**config.mk**
```make
export PLATFORM = sky130hd
export DESIGN_NAME = force_safety_slew_limiter
export DESIGN_NICKNAME = d
export VERILOG_FILES = /design/src/rtl/core/fsl_pkg.sv /design/src/rtl/core/force_safety_slew_limiter.sv /design/src/rtl/core/fsl_ctrl.sv /design/src/rtl/core/fsl_dp.sv
export SDC_FILE = /design/constraint.sdc
export NUM_CORES = 2
export LEC_CHECK = 0
export BUFFER_PORTS_ARGS = -buffer_cell sky130_fd_sc_hd__buf_2
export CAP_MARGIN = 20
export CELL_PAD_IN_SITES_DETAIL_PLACEMENT = 1
export CELL_PAD_IN_SITES_GLOBAL_PLACEMENT = 2
export CORE_UTILIZATION = 25
export DETAILED_ROUTE_END_ITERATION = 10
export MAX_ROUTING_LAYER = met4
export PLACE_DENSITY = 0.55
export SETUP_SLACK_MARGIN = 0.15
export SLEW_MARGIN = 25
export SYNTH_ARGS = -nofsm -noshare
export SYNTH_HDL_FRONTEND = slang
export SYNTH_SLANG_ARGS = --single-unit
```
**constraint.sdc**
```tcl
create_clock -name clk -period 22.5 [get_ports clk]
set_input_delay 2.25 -clock clk [delete_from_list [all_inputs] [get_ports clk]]
set_output_delay 2.25 -clock clk [all_outputs]
set_load 0.01 [all_outputs]
```
**src/rtl/core/fsl_pkg.sv**
```systemverilog
// Shared types and constants for the force safety slew limiter.
// Used by the controller, the datapath and the top level; no dependencies.
package fsl_pkg;

	localparam int FRAC_BITS   = 16;
	localparam int DT_BITS     = 16;
	localparam int SPIKE_LIMIT = 5;
	localparam int DIV_STEPS   = 32;

	typedef enum logic [1:0] {
		OP_MITIGATE  = 2'd0,
		OP_SLEW_SELF = 2'd1,
		OP_SLEW_GIVEN = 2'd2,
		OP_TRIGGER   = 2'd3
	} op_t;

	typedef enum logic [2:0] {
		REG_WIN_DUR   = 3'd0,
		REG_GAIN      = 3'd1,
		REG_TAU       = 3'd2,
		REG_NORM_RATE = 3'd3,
		REG_REST_RATE = 3'd4,
		REG_WIN_RATE  = 3'd5,
		REG_INST_RATE = 3'd6,
		REG_SUST_RATE = 3'd7
	} reg_idx_t;

	typedef enum logic [2:0] {
		MUL_GAIN = 3'd0,
		MUL_RATE = 3'd1,
		MUL_INST = 3'd2,
		MUL_SUST = 3'd3,
		MUL_EMA  = 3'd4
	} mul_sel_t;

	typedef enum logic [9:0] {
		ST_IDLE   = 10'b0000000001,
		ST_DECODE = 10'b0000000010,
		ST_MUL_A  = 10'b0000000100,
		ST_SCALE  = 10'b0000001000,
		ST_DIV    = 10'b0000010000,
		ST_MUL_E  = 10'b0000100000,
		ST_MUL_B  = 10'b0001000000,
		ST_MUL_C  = 10'b0010000000,
		ST_CMP    = 10'b0100000000,
		ST_FIN    = 10'b1000000000
	} state_t;

	// controller to datapath
	typedef struct packed {
		logic     load;
		logic     mul_en;
		mul_sel_t mul_sel;
		logic     scale;
		logic     div_init;
		logic     div_step;
		logic     cmp;
		logic     commit;
	} cmd_t;

	// datapath to controller
	typedef struct packed {
		op_t  op;
		logic win_open;
		logic seeded;
	} sts_t;

	// saturate a wide signed value to 32 bits
	function automatic logic signed [31:0] sat32(input logic signed [35:0] v);
		if (v > 36'sd2147483647)
			sat32 = 32'sh7FFFFFFF;
		else if (v < -36'sd2147483648)
			sat32 = 32'sh80000000;
		else
			sat32 = v[31:0];
	endfunction

endpackage

```
**src/rtl/core/force_safety_slew_limiter.sv**
```systemverilog
// Force safety slew limiter, top level: one item in, one result item out.
// Steps: decode, then result (trigger, closed-window mitigate); decode, rate multiply,
// limit multiplies and compare (slew); decode, gain multiply and scale (mitigate in
// window; seeded adds a 32-step divider and EMA multiply). One item at a time: the next
// item is accepted once the result is registered, later while the result waits.
// Reset (arst_n, async low) loads register defaults and clears window and EMA state.
module force_safety_slew_limiter (
	input  logic               clk,
	input  logic               arst_n,
	input  logic               in_valid,
	output logic               in_ready,
	input  logic [1:0]         op,
	input  logic signed [31:0] force_in,
	input  logic signed [31:0] current_force,
	input  logic [15:0]        dt,
	input  logic               restricted,
	output logic               out_valid,
	input  logic               out_ready,
	output logic signed [31:0] force_out,
	output logic               window_active,
	output logic               window_started,
	input  logic               cfg_valid,
	output logic               cfg_ready,
	input  logic [2:0]         cfg_addr,
	input  logic [31:0]        cfg_data
);

	fsl_pkg::cmd_t cmd;
	fsl_pkg::sts_t sts;

	assign cfg_ready = 1'b1;

	fsl_ctrl u_ctrl (
		.clk       (clk),
		.arst_n    (arst_n),
		.in_valid  (in_valid),
		.in_ready  (in_ready),
		.out_valid (out_valid),
		.out_ready (out_ready),
		.sts       (sts),
		.cmd       (cmd)
	);

	fsl_dp u_dp (
		.clk            (clk),
		.arst_n         (arst_n),
		.cmd            (cmd),
		.sts            (sts),
		.cfg_valid      (cfg_valid),
		.cfg_addr       (cfg_addr),
		.cfg_data       (cfg_data),
		.op             (op),
		.force_in       (force_in),
		.current_force  (current_force),
		.dt             (dt),
		.restricted     (restricted),
		.force_out      (force_out),
		.window_active  (window_active),
		.window_started (window_started)
	);

endmodule

```
**src/rtl/core/fsl_ctrl.sv**
```systemverilog
// Sequencing state machine for the force safety slew limiter.
// Depends on fsl_pkg; drives the datapath by command struct.
module fsl_ctrl (
	input  logic           clk,
	input  logic           arst_n,
	input  logic           in_valid,
	output logic           in_ready,
	output logic           out_valid,
	input  logic           out_ready,
	input  fsl_pkg::sts_t  sts,
	output fsl_pkg::cmd_t  cmd
);

	fsl_pkg::state_t state_q, state_n;
	logic [4:0] cnt_q;
	logic       out_valid_q;
	logic       can_commit;

	assign can_commit = !out_valid_q || out_ready;
	assign in_ready   = (state_q == fsl_pkg::ST_IDLE);
	assign out_valid  = out_valid_q;

	// next state and commands
	always_comb begin
		state_n     = state_q;
		cmd         = '0;
		cmd.mul_sel = fsl_pkg::MUL_GAIN;
		case (state_q)
			fsl_pkg::ST_IDLE: begin
				if (in_valid) begin
					cmd.load = 1'b1;
					state_n  = fsl_pkg::ST_DECODE;
				end
			end
			fsl_pkg::ST_DECODE: begin
				if (sts.op == fsl_pkg::OP_TRIGGER ||
				    (sts.op == fsl_pkg::OP_MITIGATE && !sts.win_open))
					state_n = fsl_pkg::ST_FIN;
				else
					state_n = fsl_pkg::ST_MUL_A;
			end
			fsl_pkg::ST_MUL_A: begin
				cmd.mul_en = 1'b1;
				if (sts.op == fsl_pkg::OP_MITIGATE) begin
					cmd.mul_sel = fsl_pkg::MUL_GAIN;
					state_n     = fsl_pkg::ST_SCALE;
				end else begin
					cmd.mul_sel = fsl_pkg::MUL_RATE;
					state_n     = fsl_pkg::ST_MUL_B;
				end
			end
			fsl_pkg::ST_SCALE: begin
				cmd.scale    = 1'b1;
				cmd.div_init = 1'b1;
				state_n      = sts.seeded ? fsl_pkg::ST_DIV : fsl_pkg::ST_FIN;
			end
			fsl_pkg::ST_DIV: begin
				cmd.div_step = 1'b1;
				if (cnt_q == 5'd0)
					state_n = fsl_pkg::ST_MUL_E;
			end
			fsl_pkg::ST_MUL_E: begin
				cmd.mul_en  = 1'b1;
				cmd.mul_sel = fsl_pkg::MUL_EMA;
				state_n     = fsl_pkg::ST_FIN;
			end
			fsl_pkg::ST_MUL_B: begin
				cmd.mul_en  = 1'b1;
				cmd.mul_sel = fsl_pkg::MUL_INST;
				state_n     = fsl_pkg::ST_MUL_C;
			end
			fsl_pkg::ST_MUL_C: begin
				cmd.mul_en  = 1'b1;
				cmd.mul_sel = fsl_pkg::MUL_SUST;
				state_n     = fsl_pkg::ST_CMP;
			end
			fsl_pkg::ST_CMP: begin
				cmd.cmp = 1'b1;
				state_n = fsl_pkg::ST_FIN;
			end
			fsl_pkg::ST_FIN: begin
				if (can_commit) begin
					cmd.commit = 1'b1;
					state_n    = fsl_pkg::ST_IDLE;
				end
			end
			default: state_n = fsl_pkg::ST_IDLE;
		endcase
	end

	// state, divide step counter, output valid
	always_ff @(posedge clk or negedge arst_n) begin
		if (!arst_n) begin
			state_q     <= fsl_pkg::ST_IDLE;
			cnt_q       <= '0;
			out_valid_q <= 1'b0;
		end else begin
			state_q <= state_n;
			if (cmd.div_init)
				cnt_q <= 5'(fsl_pkg::DIV_STEPS - 1);
			else if (cmd.div_step)
				cnt_q <= cnt_q - 5'd1;
			if (cmd.commit)
				out_valid_q <= 1'b1;
			else if (out_ready)
				out_valid_q <= 1'b0;
		end
	end

endmodule

```
**src/rtl/core/fsl_dp.sv**
```systemverilog
// Datapath: config registers, state, shared multiplier, restoring divider.
// Depends on fsl_pkg; controlled by fsl_ctrl through cmd_t / sts_t.
module fsl_dp (
	input  logic                clk,
	input  logic                arst_n,
	input  fsl_pkg::cmd_t       cmd,
	output fsl_pkg::sts_t       sts,
	input  logic                cfg_valid,
	input  logic [2:0]          cfg_addr,
	input  logic [31:0]         cfg_data,
	input  logic [1:0]          op,
	input  logic signed [31:0]  force_in,
	input  logic signed [31:0]  current_force,
	input  logic [15:0]         dt,
	input  logic                restricted,
	output logic signed [31:0]  force_out,
	output logic                window_active,
	output logic                window_started
);

	// configuration
	logic [21:0] win_dur_q;
	logic [16:0] gain_q;
	logic [19:0] tau_q;
	logic [30:0] norm_rate_q, rest_rate_q, inst_rate_q, sust_rate_q;
	logic [22:0] win_rate_q;

	// block state
	logic [31:0]        timer_q;
	logic signed [31:0] smoothed_q;
	logic               seeded_q;
	logic [2:0]         spike_q;

	// item registers
	fsl_pkg::op_t       op_q;
	logic signed [31:0] force_q, given_q;
	logic [15:0]        dt_q;
	logic               restr_q;

	// working registers
	logic signed [50:0] prod_q;
	logic signed [31:0] scaled_q, present_q;
	logic signed [32:0] delta_q, clamp_q;
	logic [30:0]        maxd_q;
	logic [46:0]        inst_q;
	logic               fast_i_q, fast_s_q;
	logic [20:0]        den_q, rem_q;
	logic [31:0]        quo_q;

	logic               win_open;
	logic [30:0]        rate;
	logic signed [32:0] mul_a;
	logic signed [17:0] mul_b;
	logic signed [32:0] ema_diff;
	logic [16:0]        alpha;
	logic signed [31:0] present_n;
	logic [21:0]        trial;
	logic [31:0]        mag;
	logic [47:0]        mag_sc;
	logic signed [32:0] maxd_s;
	logic [31:0]        step;

	assign win_open = (timer_q != 32'd0);
	assign sts.op       = op_q;
	assign sts.win_open = win_open;
	assign sts.seeded   = seeded_q;

	// slew rate selection
	always_comb begin
		rate = restr_q ? rest_rate_q : norm_rate_q;
		if (win_open && win_rate_q != 23'd0)
			rate = {8'd0, win_rate_q};
	end

	assign ema_diff  = 33'(scaled_q) - 33'(smoothed_q);
	assign alpha     = (den_q == 21'd0) ? 17'd0 : quo_q[16:0];
	assign present_n = (op_q == fsl_pkg::OP_SLEW_SELF) ? smoothed_q : given_q;

	// shared multiplier operand selection
	always_comb begin
		mul_a = 33'(force_q);
		mul_b = {1'b0, gain_q};
		case (cmd.mul_sel)
			fsl_pkg::MUL_GAIN: begin
				mul_a = 33'(force_q);
				mul_b = {1'b0, gain_q};
			end
			fsl_pkg::MUL_RATE: begin
				mul_a = {2'b00, rate};
				mul_b = {2'b00, dt_q};
			end
			fsl_pkg::MUL_INST: begin
				mul_a = {2'b00, inst_rate_q};
				mul_b = {2'b00, dt_q};
			end
			fsl_pkg::MUL_SUST: begin
				mul_a = {2'b00, sust_rate_q};
				mul_b = {2'b00, dt_q};
			end
			fsl_pkg::MUL_EMA: begin
				mul_a = ema_diff;
				mul_b = {1'b0, alpha};
			end
			default: begin
				mul_a = 33'(force_q);
				mul_b = {1'b0, gain_q};
			end
		endcase
	end

	// divider trial, step compare helpers
	assign trial  = {rem_q, quo_q[31]};
	assign mag    = delta_q[32] ? 32'(-delta_q) : delta_q[31:0];
	assign mag_sc = {mag, 16'd0};
	assign maxd_s = {2'b00, maxd_q};
	assign step   = 32'(({16'd0, dt_q} << fsl_pkg::FRAC_BITS) >> fsl_pkg::DT_BITS);

	// configuration writes
	always_ff @(posedge clk or negedge arst_n) begin
		if (!arst_n) begin
			win_dur_q   <= 22'd131072;
			gain_q      <= 17'd32768;
			tau_q       <= 20'd13107;
			norm_rate_q <= 31'd65536000;
			rest_rate_q <= 31'd6553600;
			win_rate_q  <= 23'd0;
			inst_rate_q <= 31'd32768000;
			sust_rate_q <= 31'd6553600;
		end else if (cfg_valid) begin
			case (fsl_pkg::reg_idx_t'(cfg_addr))
				fsl_pkg::REG_WIN_DUR:   win_dur_q   <= cfg_data[21:0];
				fsl_pkg::REG_GAIN:      gain_q      <= cfg_data[16:0];
				fsl_pkg::REG_TAU:       tau_q       <= cfg_data[19:0];
				fsl_pkg::REG_NORM_RATE: norm_rate_q <= cfg_data[30:0];
				fsl_pkg::REG_REST_RATE: rest_rate_q <= cfg_data[30:0];
				fsl_pkg::REG_WIN_RATE:  win_rate_q  <= cfg_data[22:0];
				fsl_pkg::REG_INST_RATE: inst_rate_q <= cfg_data[30:0];
				fsl_pkg::REG_SUST_RATE: sust_rate_q <= cfg_data[30:0];
				default: ;
			endcase
		end
	end

	// working registers (no reset)
	always_ff @(posedge clk) begin
		if (cmd.load) begin
			op_q    <= fsl_pkg::op_t'(op);
			force_q <= force_in;
			given_q <= current_force;
			dt_q    <= dt;
			restr_q <= restricted;
		end
		if (cmd.mul_en)
			prod_q <= 51'(mul_a * mul_b);
		if (cmd.mul_en && cmd.mul_sel == fsl_pkg::MUL_RATE) begin
			present_q <= present_n;
			delta_q   <= 33'(force_q) - 33'(present_n);
		end
		if (cmd.mul_en && cmd.mul_sel == fsl_pkg::MUL_INST)
			maxd_q <= prod_q[46:16];
		if (cmd.mul_en && cmd.mul_sel == fsl_pkg::MUL_SUST)
			inst_q <= prod_q[46:0];
		if (cmd.scale)
			scaled_q <= fsl_pkg::sat32(36'(prod_q >>> 16));
		// restoring divide: alpha = dt*2^16 / (tau + dt)
		if (cmd.div_init) begin
			den_q <= 21'(tau_q) + 21'(dt_q);
			rem_q <= '0;
			quo_q <= {dt_q, 16'd0};
		end else if (cmd.div_step) begin
			if (trial >= {1'b0, den_q}) begin
				rem_q <= 21'(trial - {1'b0, den_q});
				quo_q <= {quo_q[30:0], 1'b1};
			end else begin
				rem_q <= trial[20:0];
				quo_q <= {quo_q[30:0], 1'b0};
			end
		end
		// spike compare and step clamp
		if (cmd.cmp) begin
			fast_i_q <= (mag_sc > {1'b0, inst_q});
			fast_s_q <= (mag_sc > prod_q[47:0]);
			if (delta_q > maxd_s)
				clamp_q <= maxd_s;
			else if (delta_q < -maxd_s)
				clamp_q <= -maxd_s;
			else
				clamp_q <= delta_q;
		end
	end

	// commit: block state and result item
	always_ff @(posedge clk or negedge arst_n) begin
		if (!arst_n) begin
			timer_q    <= '0;
			smoothed_q <= '0;
			seeded_q   <= 1'b0;
			spike_q    <= '0;
		end else if (cmd.commit) begin
			case (op_q)
				fsl_pkg::OP_MITIGATE: begin
					if (win_open) begin
						if (!seeded_q) begin
							smoothed_q <= scaled_q;
							seeded_q   <= 1'b1;
						end else begin
							smoothed_q <= fsl_pkg::sat32(36'(smoothed_q) +
								36'(prod_q >>> 16));
						end
						timer_q <= (timer_q > step) ? timer_q - step : 32'd0;
					end
				end
				fsl_pkg::OP_TRIGGER: begin
					timer_q  <= 32'(win_dur_q);
					seeded_q <= 1'b0;
					spike_q  <= '0;
				end
				default: begin
					if (fast_i_q || (fast_s_q &&
					    (spike_q + 3'd1) >= 3'(fsl_pkg::SPIKE_LIMIT))) begin
						timer_q  <= 32'(win_dur_q);
						seeded_q <= 1'b0;
						spike_q  <= '0;
					end else if (fast_s_q)
						spike_q <= spike_q + 3'd1;
					else if (spike_q != 3'd0)
						spike_q <= spike_q - 3'd1;
					if (op_q == fsl_pkg::OP_SLEW_SELF)
						smoothed_q <= fsl_pkg::sat32(36'(present_q) + 36'(clamp_q));
				end
			endcase
		end
	end

	// result item registers
	logic signed [31:0] smooth_res;
	logic [31:0]        timer_res;
	logic               started_res;
	always_comb begin
		smooth_res  = force_q;
		timer_res   = timer_q;
		started_res = 1'b0;
		case (op_q)
			fsl_pkg::OP_MITIGATE: begin
				if (win_open) begin
					smooth_res = seeded_q ?
						fsl_pkg::sat32(36'(smoothed_q) + 36'(prod_q >>> 16)) : scaled_q;
					timer_res = (timer_q > step) ? timer_q - step : 32'd0;
				end
			end
			fsl_pkg::OP_TRIGGER: begin
				smooth_res  = '0;
				timer_res   = 32'(win_dur_q);
				started_res = 1'b1;
			end
			default: begin
				smooth_res = fsl_pkg::sat32(36'(present_q) + 36'(clamp_q));
				if (fast_i_q || (fast_s_q &&
				    (spike_q + 3'd1) >= 3'(fsl_pkg::SPIKE_LIMIT))) begin
					timer_res   = 32'(win_dur_q);
					started_res = 1'b1;
				end
			end
		endcase
	end

	always_ff @(posedge clk) begin
		if (cmd.commit) begin
			force_out      <= smooth_res;
			window_active  <= (timer_res != 32'd0);
			window_started <= started_res;
		end
	end

endmodule

```
**Word level (Yosys, flattened, before mapping)**

Cells that the tools add are included.
W data, S select, Z words.

- Input port bits: 123
- Register bits after elaboration: 742

- $mul: 1
- Mux-type cells: 57
- Bitwise gates (word level): 2
- Equal/unequal tests: 27
- Add/subtract/negate cells: 12
- Order comparisons: 13
- Reductions and logical operators: 38

Operator list:

| cell | number |
|---|---|
| $mux W32 | 16 |
| $pmux W32 S2 | 3 |
| $pmux W33 S4 | 1 |
| $mux W31 | 3 |
| $pmux W10 S9 | 1 |
| $gt A36 B32 Y1 const B | 2 |
| $lt A36 B32 Y1 const B | 2 |
| $sub A32 B32 Y33 | 2 |
| $reduce_bool A32 Y1 | 2 |
| $mul A33 B18 Y51 | 1 |
| $mux W10 | 5 |
| $gt A48 B47 Y1 | 1 |
| $gt A48 B48 Y1 | 1 |
| $add A32 B35 Y36 | 1 |
| $gt A35 B32 Y1 const B | 1 |
| $lt A35 B32 Y1 const B | 1 |
| $add A32 B33 Y34 | 1 |
| $pmux W17 S2 | 1 |
| $gt A33 B32 Y1 | 1 |
| $lt A33 B33 Y1 | 1 |
| $mux W33 | 1 |
| $neg A31 Y33 | 1 |
| $gt A32 B16 Y1 | 1 |
| $neg A32 Y32 | 1 |
| 52 further kinds | 99 |

**Longest topological paths before layout**

- Depth after elaboration: 7
- Depth in mapped cells: 38

**Cells and area by module**

Synthesis repeated with hierarchy kept, for this count alone.

- Cells, all modules: 6677
- Area total of the unflattened synthesis: 64922.3 µm²

Modules (own cells, without submodules):

| module | cells an instance | times used | area each (µm²) |
|---|---|---|---|
| fsl_dp | 6563 | 1 | 63925.1 |
| fsl_ctrl | 112 | 1 | 985.9 |
| force_safety_slew_limiter | 2 | 1 | 11.3 |

**Least setup slack after synthesis**

OpenSTA, ideal clock, no wires.

- Path type: register to register
- From: reg u_ctrl.state_q[3]
- To: reg u_dp.prod_q[50] (data pin)
- Slack: 11578 ps
- Data required time: 22240 ps
- Setup time: 260 ps
- Clock period less this slack: 10922 ps
- Stages on the path, launching flop included: 35
- Buffers on the path: 2
- Arrival time: 10662 ps
- Path through: dfrtp_1 > nor2_1 > nand2_1 > nor3_2 > nand2_1 > or4b_1 > inv_1 > clkbuf_1 > o211ai_1 > nand3_1 > o21a_1 > clkbuf_1 > nand2_1 > fa_1 > inv_1 > fa_1 > inv_1 > fa_1 > inv_1 > fa_1 > fa_1 > inv_1 > fa_1 > inv_1 > ha_1 > a21o_1 > a21o_1 > a2111oi_0 > a21oi_1 > o311ai_1 > o21ai_0 > a2111o_1 > a21o_1 > a21oi_1 > xnor2_1

- Word-level cells in the longest chain between the ends: 6
- Elaborated cells between the ends (all ways): 13
- Those cells by class: mul (1); eq/ne (8); mux (3); reduce/logical (1)

RTL lines:

| what | RTL line | source |
|---|---|---|
| start: declaration | fsl_ctrl.sv:14 | `fsl_pkg::state_t state_q, state_n;` |
| start signal: assignment | fsl_ctrl.sv:94 | `state_q <= fsl_pkg::ST_IDLE;` |
| start signal: assignment | fsl_ctrl.sv:98 | `state_q <= state_n;` |
| $eq A10 B8 Y1, or another cell as far along | fsl_ctrl.sv:28 | `case (state_q)` |
| $pmux W4 S4 (*) | fsl_ctrl.sv:28 |  |
| $eq A3 B2 Y1 / $eq A3 B1 Y1 (equally long branches) | fsl_dp.sv:83 | `case (cmd.mul_sel)` |
| $reduce_or A3 Y1 (no line) | - |  |
| $pmux W17 S2 | fsl_dp.sv:83 |  |
| $mul A33 B18 Y51 (*) | fsl_dp.sv:154 | `prod_q <= 51'(mul_a * mul_b);` |
| end signal: assignment | fsl_dp.sv:154 |  |
| end: declaration | fsl_dp.sv:41 | `logic signed [50:0] prod_q;` |

Mark *: on every way between the ends. The rest lies on a longest branch, timed or not.
A chain may end at the register's enable or synchronous reset.

**Final worst setup path**

Same ends and word-level chain as after synthesis.

==> impl_metrics.env <==
export IMPL_nNetsFinal=7875
export IMPL_cp_required_ps=22980
export IMPL_setup_viol=0
export IMPL_crit_cells=34
export IMPL_hp_class="flop to flop"
export IMPL_clock_sinks=742
export IMPL_ctsRootBufferMaster="clkbuf_16"
export IMPL_grt_pass1_wl_um=382000
export IMPL_antenna_found_initial=26
export IMPL_cp_num_buf_inv=5
export IMPL_syn_nets=7714
export IMPL_crit_type="flop to flop"
export IMPL_wl_per_cell_um=25.7
export IMPL_tns_ps=0
export IMPL_vias=50300
export IMPL_synth_edf_count=415
export IMPL_grt_usage_pct=20.8
export IMPL_placementRows=185
export IMPL_fin_skew_ps=55.6
export IMPL_htreeDepth=3
export IMPL_worstPathArrival_ps=12480
export IMPL_slew_headroom_pct=13.8
export IMPL_cts_setup_buffers=0
export IMPL_ctsHoldBuffers=0
export IMPL_cts_tree="built"
export IMPL_drt_iter0_markers=3506
export IMPL_worstPathMaxFanout=27
export IMPL_min_period_ps=12010
export IMPL_io_buffers=157
export IMPL_ys_flop_type="edfxtp_1"
export IMPL_yosysSeqAreaShare_pct=32.0
export IMPL_cp_slowest_cell="or4b_1"
export IMPL_fillers=29000
export IMPL_syn_area_um2=64100
export IMPL_synthTopCellsByArea="edfxtp_1, fa_1, dfrtp_1"
export IMPL_synthToLayoutAreaGrowth_pct=13.8
export IMPL_yosys_area_top_type_share_pct=19.4
export IMPL_r2r_start="u_ctrl.state_q[3]"
export IMPL_io_pins=160
export IMPL_holdPathStages=0
export IMPL_reg2reg_slack_ps=10490
export IMPL_clkTransAtPathRegs_ps=60
export IMPL_synth_top_cell_by_area="edfxtp_1"
export IMPL_whs_endpoint="u_dp.inst_q[2]"
export IMPL_cpLargestDelayFamily="adder cells"
export IMPL_final_max_slew_viol_count=0
export IMPL_synth_cell_types=98
export IMPL_fmax_mhz=83.3
export IMPL_grt_max_degree=108
export IMPL_maxCapViolations=0
export IMPL_ys_warn_count=0
export IMPL_seq_area_um2=20500
export IMPL_drive_gt1_share_pct=12.4
export IMPL_async_reset_ff_share_pct=39.1
export IMPL_wirelength_um=262000
export IMPL_clockBufferDepth=3
export IMPL_dieArea_um2=258000
export IMPL_tightest_slew_ps=1280
export IMPL_drc_errors=0
export IMPL_r2r_cells=34
export IMPL_r2r_end="u_dp.prod_q[50]"
export IMPL_final_hold_viol_count=0
export IMPL_fin_crit_sh_pct=53.4
export IMPL_multi_input_area_um2=39400
export IMPL_synth_seq_cells=742
export IMPL_dr_pass1_iters=6
export IMPL_worstHoldStart="u_dp.prod_q[2]"
export IMPL_cpMostUsedCell="fa_1"
export IMPL_cpPeakStageDelay_ps=840
export IMPL_numCtsBuffers=92
export IMPL_vias_per_cell=4.93
export IMPL_dp_hpwl_um=205000
export IMPL_die_h_um=508
export IMPL_cts_resized=0
export IMPL_rsz0062_at_grt="no"
export IMPL_grt_pass1_vias=53100
export IMPL_end_kind="flop"
export IMPL_status="completed"
export IMPL_grt_overflow_total=0
export IMPL_start_util_pct=25.2
export IMPL_cp_startpoint="u_ctrl.state_q[3]"
export IMPL_layout_commonest_cell="inv_1"
export IMPL_netlist_instances=6607
export IMPL_critPathLaunchType="flop"
export IMPL_most_common_layout_cells="inv_1, nand2_1, fa_1"
export IMPL_coreArea_um2=255000
export IMPL_avgSynthCellArea_um2=9.70
export IMPL_fp_dieW_um=508
export IMPL_clk_latency_ps=750
export IMPL_place_congestion=0.887
export IMPL_drtAntennaViolNets=0
[per-layer routing]
metal | track usage (%) | up-vias | wire length, um | part of all wire [%]
met5 | - | - | 0 | 0
met4 | 5.98 | 0 | 7870 | 3.0
met3 | 1.44 | 252 | 8050 | 3.1
met2 | 33.4 | 918 | 122000 | 47
met1 | 28.2 | 26300 | 124000 | 47
li1 | - | 22800 | - | -
[logic make-up after synthesis]
logic type | after synthesis | share of synthesized area, %
multiplexers | 338 | 5.73
flip-flops | 742 | 32.0
adder cells (fa/ha/maj) | 984 | 25.6
XOR/XNOR | 258 | 3.52
buffers and inverters | 1192 | 7.03
AO/OA/AOI/OAI | 1365 | 13.8
other | 1 | 0.00585
AND/OR/NAND/NOR | 1727 | 12.4
[worst reg2reg max path: cells and delay by family, from the launching register on]
family                   cells  cell delay, ps
AO/OA/AOI/OAI               10            3290
XOR/XNOR                     1             100
adder cells (fa/ha/maj)      7            3500
buffers and inverters        5             960
flip-flops                   1             400
AND/OR/NAND/NOR             11            3490
[how the worst max path moves through the flow]
stage / to
2_1_floorplan: u_dp.prod_q[50]
3_5_place_dp: u_dp.prod_q[50]
6_report: u_dp.prod_q[50]
3_3_place_gp: u_dp.prod_q[50]
4_1_cts: u_dp.prod_q[50]
5_1_grt: u_dp.prod_q[50]
[cell usage after synthesis (33+ instances only)]
| master | instances |
|---|---|
| o31ai_1 | 37 |
| xnor2_1 | 189 |
| mux2_2 | 229 |
| xor2_1 | 69 |
| nand2_1 | 620 |
| nand4_1 | 58 |
| nor2b_1 | 59 |
| nor2_1 | 530 |
| and2_1 | 63 |
| nand3_1 | 82 |
| ha_1 | 441 |
| a211oi_1 | 42 |
| clkbuf_1 | 206 |
| nor4_1 | 52 |
| nor3_1 | 57 |
| inv_1 | 944 |
| o21a_1 | 99 |
| and3_1 | 33 |
| a21o_1 | 153 |
| nand2b_1 | 44 |
| dfxtp_1 | 37 |
| dfrtp_1 | 261 |
| fa_1 | 543 |
| a31oi_1 | 39 |
| o21ai_0 | 322 |
| a21oi_1 | 343 |
| edfxtp_1 | 415 |
| mux2i_1 | 108 |
[registers in the layout, indices dropped and copies added (netlist names), 32 cells and up]
name,flops
u_dp.clamp_q,33
u_dp.delta_q,33
u_dp.force_out,32
u_dp.force_q,32
u_dp.given_q,32
u_dp.inst_q,47
u_dp.present_q,32
u_dp.prod_q,51
u_dp.quo_q,32
u_dp.scaled_q,32
u_dp.smoothed_q,32
u_dp.timer_q,32
[layout make-up]
type	count	share of cell area, %
Antenna cell	4	0.0137
Clock buffer	116	3.47
Clock inverter	56	0.988
Inverter	945	4.86
Multi-Input combinational cell	4673	54.1
Sequential cell	742	28.1
Tap cell	3366	5.77
Timing Repair Buffer	314	2.74
[per-stage QoR]
| step | worst slack, ps | hold WS (ps) | util [%] | instances | area, um^2 |
|---|---|---|---|---|---|
| after floorplan | 11580 | 417 | - | 6607 | 64100 |
| after global placement | 10640 | 439 | 27.3 | 10000 | 69600 |
| after detailed placement | 10560 | 439 | 27.4 | 10000 | 69600 |
| after CTS | 10490 | 446 | 28.6 | 10200 | 72900 |
| after global routing | 9970 | 443 | 28.7 | 10200 | 73000 |
| final | 10490 | 447 | 28.7 | 10200 | 73000 |
Power is not shown: default switching activity piles up to over one toggle a cycle in this logic, so the estimate is an artifact.
